File: src/btb_pkg.sv
// shared constants and register map for the branch target buffer
package btb_pkg;

  localparam int WAYS    = 4;
  localparam int SETS    = 128;
  localparam int WAY_W   = (WAYS > 1) ? $clog2(WAYS) : 1;
  localparam int SET_W   = $clog2(SETS);
  localparam int ENT_W   = WAY_W + SET_W;
  localparam int ENTRIES = 1 << ENT_W;

  localparam int PC_W    = 64;
  localparam int AGE_W   = 32;
  localparam int CNT_W   = 32;
  localparam int PEN_W   = 8;
  localparam int IN_W    = 136;
  localparam int OUT_W   = 40;

  localparam int APB_AW  = 3;
  localparam int APB_DW  = 32;

  localparam logic [APB_AW-3:0] REG_PENALTY   = 1'b0;
  localparam logic [PEN_W-1:0]  PENALTY_RESET = 8'd10;

endpackage

File: src/btb_apb.sv
// configuration register block on the apb port
module btb_apb (
  input  logic                         clk,
  input  logic                         rst,
  input  logic                         psel,
  input  logic                         penable,
  input  logic                         pwrite,
  input  logic [btb_pkg::APB_AW-1:0]   paddr,
  input  logic [btb_pkg::APB_DW-1:0]   pwdata,
  output logic [btb_pkg::APB_DW-1:0]   prdata,
  output logic                         pready,
  output logic [btb_pkg::PEN_W-1:0]    penalty
);
  import btb_pkg::*;

  logic sel_penalty;
  logic wr_en;

  assign pready      = 1'b1;
  assign sel_penalty = (paddr[APB_AW-1:2] == REG_PENALTY);
  assign wr_en       = psel && penable && pwrite && pready;

  always_ff @(posedge clk) begin
    if (rst) begin
      penalty <= PENALTY_RESET;
    end else if (wr_en && sel_penalty) begin
      penalty <= pwdata[PEN_W-1:0];
    end
  end

  always_comb begin
    prdata = '0;
    if (sel_penalty) begin
      prdata = {{(APB_DW-PEN_W){1'b0}}, penalty};
    end
  end

endmodule

File: config.mk
export PLATFORM = sky130hd
export DESIGN_NAME = btb_apb
export DESIGN_NICKNAME = d
export VERILOG_FILES = /design/src/btb_pkg.sv /design/src/btb_apb.sv
export SDC_FILE = /design/constraint.sdc
export NUM_CORES = 1
export LEC_CHECK = 0
export BUFFER_PORTS_ARGS = -buffer_cell sky130_fd_sc_hd__buf_2
export CAP_MARGIN = 20
export CORE_AREA = 2 2 55 44
export CTS_CLUSTER_SIZE = 12
export DETAILED_ROUTE_END_ITERATION = 12
export DIE_AREA = 0 0 57 46
export GPL_TIMING_DRIVEN = 1
export PLACE_DENSITY = 0.84
export REMOVE_ABC_BUFFERS = 1
export SLEW_MARGIN = 25
export SYNTH_ARGS = -nofsm -noshare
export SYNTH_HDL_FRONTEND = slang
export SYNTH_SLANG_ARGS = --single-unit
export TNS_END_PERCENT = 5
File: constraint.sdc
create_clock -name clk -period 0.8 [get_ports clk]
set_input_delay 0 -clock clk [delete_from_list [all_inputs] [get_ports clk]]
set_output_delay 0 -clock clk [all_outputs]
set_load 0.05 [all_outputs]
# After elaboration in Yosys (flattened, before gate mapping)

Cells that the tools add are included.

Bits in registers: 8
Latch bits: 0
Memory bits (writable): 0
Bits in read-only memories: 0
Input port bits: 40
Output and inout port bits: 41
Memories kept: 0

$add $sub $neg: 0
Multipliers: 0
Divide/modulo/power cells: 0
Order comparisons: 0
Equal/unequal tests: 0
Shift-type cells: 0
Muxes and demuxes: 1
Bitwise operators: 1
Reductions and logical operators: 3

Operators with widths:

| cell              | number |
|---|---|
| two-way mux 8 bit | 1 |
| logical AND 1 bit | 3 |
| inverter 1 bit    | 1 |

# Longest topological paths before layout

Word-level depth: 3
Gate-level depth with buffers: 3
Gate-level depth less buffers: 2

# Worst setup path after synthesis

No wires, ideal clock.

Kind: flip-flop to output port
Start: register penalty[0] (netlist name)
End: output port prdata[0] (netlist name)
Data arrival time: 1.010 ns
Setup slack: -0.210 ns
Cell stages (with the launch flop): 2
Path through: dfxtp_1 > and2b_2

Word-level cells in the longest chain between the ends: 1

Ends and longest elaborated chain:

| what                     | RTL line      | source |
|---|---|---|
| start: declaration       | btb_apb.sv:12 | `output logic [btb_pkg::PEN_W-1:0] penalty` |
| start signal: assignment | btb_apb.sv:27 | `penalty <= pwdata[PEN_W-1:0];` |
| two-way mux 8 bit        | btb_apb.sv:33 | `if (sel_penalty) begin` |
| end: declaration         | btb_apb.sv:10 | `output logic [btb_pkg::APB_DW-1:0] prdata,` |

No other way between the ends.

# Worst setup path after layout

Start: register penalty[1] (netlist name)
End: output port prdata[1] (netlist name)

The elaborated chain is that of the path after synthesis.

==> metrics.log <==
INFO  metric grt_pass1_vias = 387
INFO  metric buffer_ports.inserted = 29
INFO  metric cts_max_path_buffers = 2
INFO  metric hp-class = in -> reg
INFO  metric timing.final.ws_setup = -0.112 ns
INFO  metric critPathRequiredTime = around 0.8 ns
INFO  metric timing.fmax = 1100 MHz
INFO  metric mostFrequentLayoutCells = sky130_fd_sc_hd__conb_1, sky130_fd_sc_hd__buf_2, sky130_fd_sc_hd__nand2b_1
INFO  metric rows = 15
INFO  metric critPathMaxFanout = 3
INFO  metric largest_registers = penalty: 8 flops
INFO  metric coreArea = ~2100 um2
INFO  metric via_density = approximately 3.7
INFO  metric insertion_delay = between 0.2 and 0.25 ns
INFO  metric drc_errors = 0
INFO  metric cts_h_tree_lvls = 1
INFO  metric cellInternalPower = 0.672 mW
INFO  metric floorplan.initialDensity = 29.0%
INFO  metric global_route.usage.total = 8.26%
INFO  metric sw_frac_of_total = 42.7%
INFO  metric dr.first_iter.drc_count = 3
INFO  metric failing_checks = negative setup slack
INFO  metric grt_overflow = 0
INFO  metric drt.antenna.violating_nets = 0
INFO  metric slew_limit_fails = 0
INFO  metric grt_start_max_net_pins = 17
INFO  metric die_h = around 46 um
INFO  metric ys_seq_elements = 8
INFO  metric syn_area_per_cell = slightly below 9 um2
INFO  metric placed_cells = ~120
INFO  metric synth.top_cells.by_area = sky130_fd_sc_hd__buf_4, sky130_fd_sc_hd__dfxtp_1, sky130_fd_sc_hd__mux2i_1
INFO  metric fin_tns_setup = -0.850 ns
INFO  metric flip_flop_count_of_the_largest_register_after_layout = 8
INFO  metric route.final.wire_length = roughly 1100 um
INFO  metric detail_route.first_pass.iterations = 2
INFO  metric finish.net_count = between 100 and 150
INFO  metric grt_first_pass_wirelength = between 1500 and 2000 um
INFO  metric synthesis.instances = 70
INFO  metric die_extent_in_x = 57 um
INFO  metric fin_crit = 0.912 ns
INFO  metric layout.cells.most_common = sky130_fd_sc_hd__conb_1
INFO  metric ys.warnings.count = 0
INFO  metric routabilityCongestion = 0.601
INFO  metric status = finished, violations left
INFO  metric final_cell_count_no_fill = ~130
INFO  metric dieArea = 2620 um2
INFO  metric grt_antenna_before_repair = 0
INFO  metric seqPwrFrac = between 30% and 40%
INFO  metric clkTransAtPathRegs = ~0.050 ns
INFO  metric insertedDiodeCount = 0
INFO  metric cts_inserted_buffers = 3
INFO  metric seq_area_frac_synth = around a quarter
INFO  metric tritoncts = done
INFO  metric post_synth_instance_area = 621 um2
INFO  metric syn2layout_area_growth = 30.8%
INFO  metric boundaryPins = 81
INFO  metric combPwrFrac = 39.2%
INFO  metric synthDistinctLibCells = 10
INFO  metric netlist.area_leader.share = approximately 30%
INFO  metric post-synth-top-area-cell = sky130_fd_sc_hd__buf_4
INFO  metric largest-register = penalty
INFO  metric detailroute.via_count = between 400 and 500
INFO  metric setup-violations-final = 8
INFO  metric fin_worst_skew = 0 ns
INFO  metric timing.critical_path.arrival = 0.91 ns
INFO  metric hold_viol = 0
INFO  metric clkSinkCount = 8
INFO  metric power_switching = around 0.5 mW
INFO  metric ctsRootBufferMaster = sky130_fd_sc_hd__clkbuf_4
INFO  metric ff2ff_path_depth = 2
INFO  metric worst-setup-path-type = reg -> out
INFO  metric timing.critical_path.to_type = primary output
INFO  metric wl_per_instance = about 8.5 um
INFO  metric dp.final_hpwl = between 800 and 900 um
INFO  metric fin_crit_sh = 114%
INFO  metric drive_above_1_share = between 40% and 50%
INFO  metric power.density = 1450 nW/um2
INFO  metric cp-start-kind = register
INFO  metric power.static_leakage = 0.416 nW
INFO  metric worst_ir_drop_vdd = 0.000531 V
INFO  metric drv_cap = 0
INFO  metric worst_hold_path.num_cells = 3
INFO  metric rsz0062_at_grt = true
INFO  metric clkPwrFrac = about a quarter
==> path summary, 6_finish.rpt <==
kind	start	endpoint	slack, ns
worst min-delay path	pwdata[6]	penalty[6]	0.0009
worst min register to register	penalty[5]	penalty[5]	0.47
worst max register to register	penalty[1]	penalty[1]	0.20
worst max-delay path	penalty[1]	prdata[1]	-0.11
==> cell families after synthesis <==
logic type	synth area share (%)
flip-flops	25.8
buffers and inverters	32.7
AND/OR/NAND/NOR	27.4
multiplexers	12.9
other	1.21
==> cell usage after synthesis <==
library cell               number
sky130_fd_sc_hd__clkbuf_1       1
sky130_fd_sc_hd__nor2_1         4
sky130_fd_sc_hd__mux2i_1        8
sky130_fd_sc_hd__buf_4         25
sky130_fd_sc_hd__nand2b_1      12
sky130_fd_sc_hd__and2b_2        8
sky130_fd_sc_hd__and4b_1        1
sky130_fd_sc_hd__conb_1         2
sky130_fd_sc_hd__buf_6          1
sky130_fd_sc_hd__dfxtp_1        8
==> power by group through the flow <==
stage	Clock [mW]	Sequential, mW	Combinational [mW]
3_3_place_gp	0	0.422	0.437
5_1_grt	0.345	0.417	0.480
3_5_place_dp	0	0.422	0.440
6_report	0.298	0.416	0.460
2_1_floorplan	0	0.452	0.336
4_1_cts	0.313	0.414	0.459
==> stage by stage <==
stage | hold slack (ns) | utilization [%] | power, mW | setup slack [ns] | area [um2]
2_1_floorplan | 0.155 | - | 0.788 | -0.210 | 504
3_5_place_dp | 0.266 | 32.9 | 0.862 | 0.0232 | 703
4_1_cts | 0.00445 | 37.1 | 1.19 | -0.125 | 793
3_3_place_gp | 0.259 | 32.9 | 0.859 | 0.0527 | 703
5_1_grt | 0.00437 | 38.0 | 1.24 | -0.147 | 812
6_report | 0.000870 | 38.0 | 1.17 | -0.112 | 812
==> area by class of cell <==
type / count / area [um2]
Timing Repair Buffer: 32 / 245
Tap cell: 25 / 31.3
Clock buffer: 3 / 22.5
Multi-Input combinational cell: 58 / 344
Fill cell: 233 / 1330
Sequential cell: 8 / 169
==> worst max-delay path, stage by stage (launching register included) <==
cell	delay, ns
sky130_fd_sc_hd__dfxtp_2	0.32
sky130_fd_sc_hd__and2b_2	0.19
sky130_fd_sc_hd__buf_6	0.15
==> routing by layer <==
metal	up-vias	track usage, %	routed length [um]
met1	206	8.40	382
met2	28	15.2	568
met5	-	0	0
met3	2	1.42	99
li1	234	-	-
met4	0	6.98	19
==> what timing repair did <==
action,CTS,global route
resized for setup,23,11
pin swaps,0,0
hold buffers,0,0
buffers inserted,0,0
setup endpoints to repair,16,16
Power figures use the tool's default switching activity.
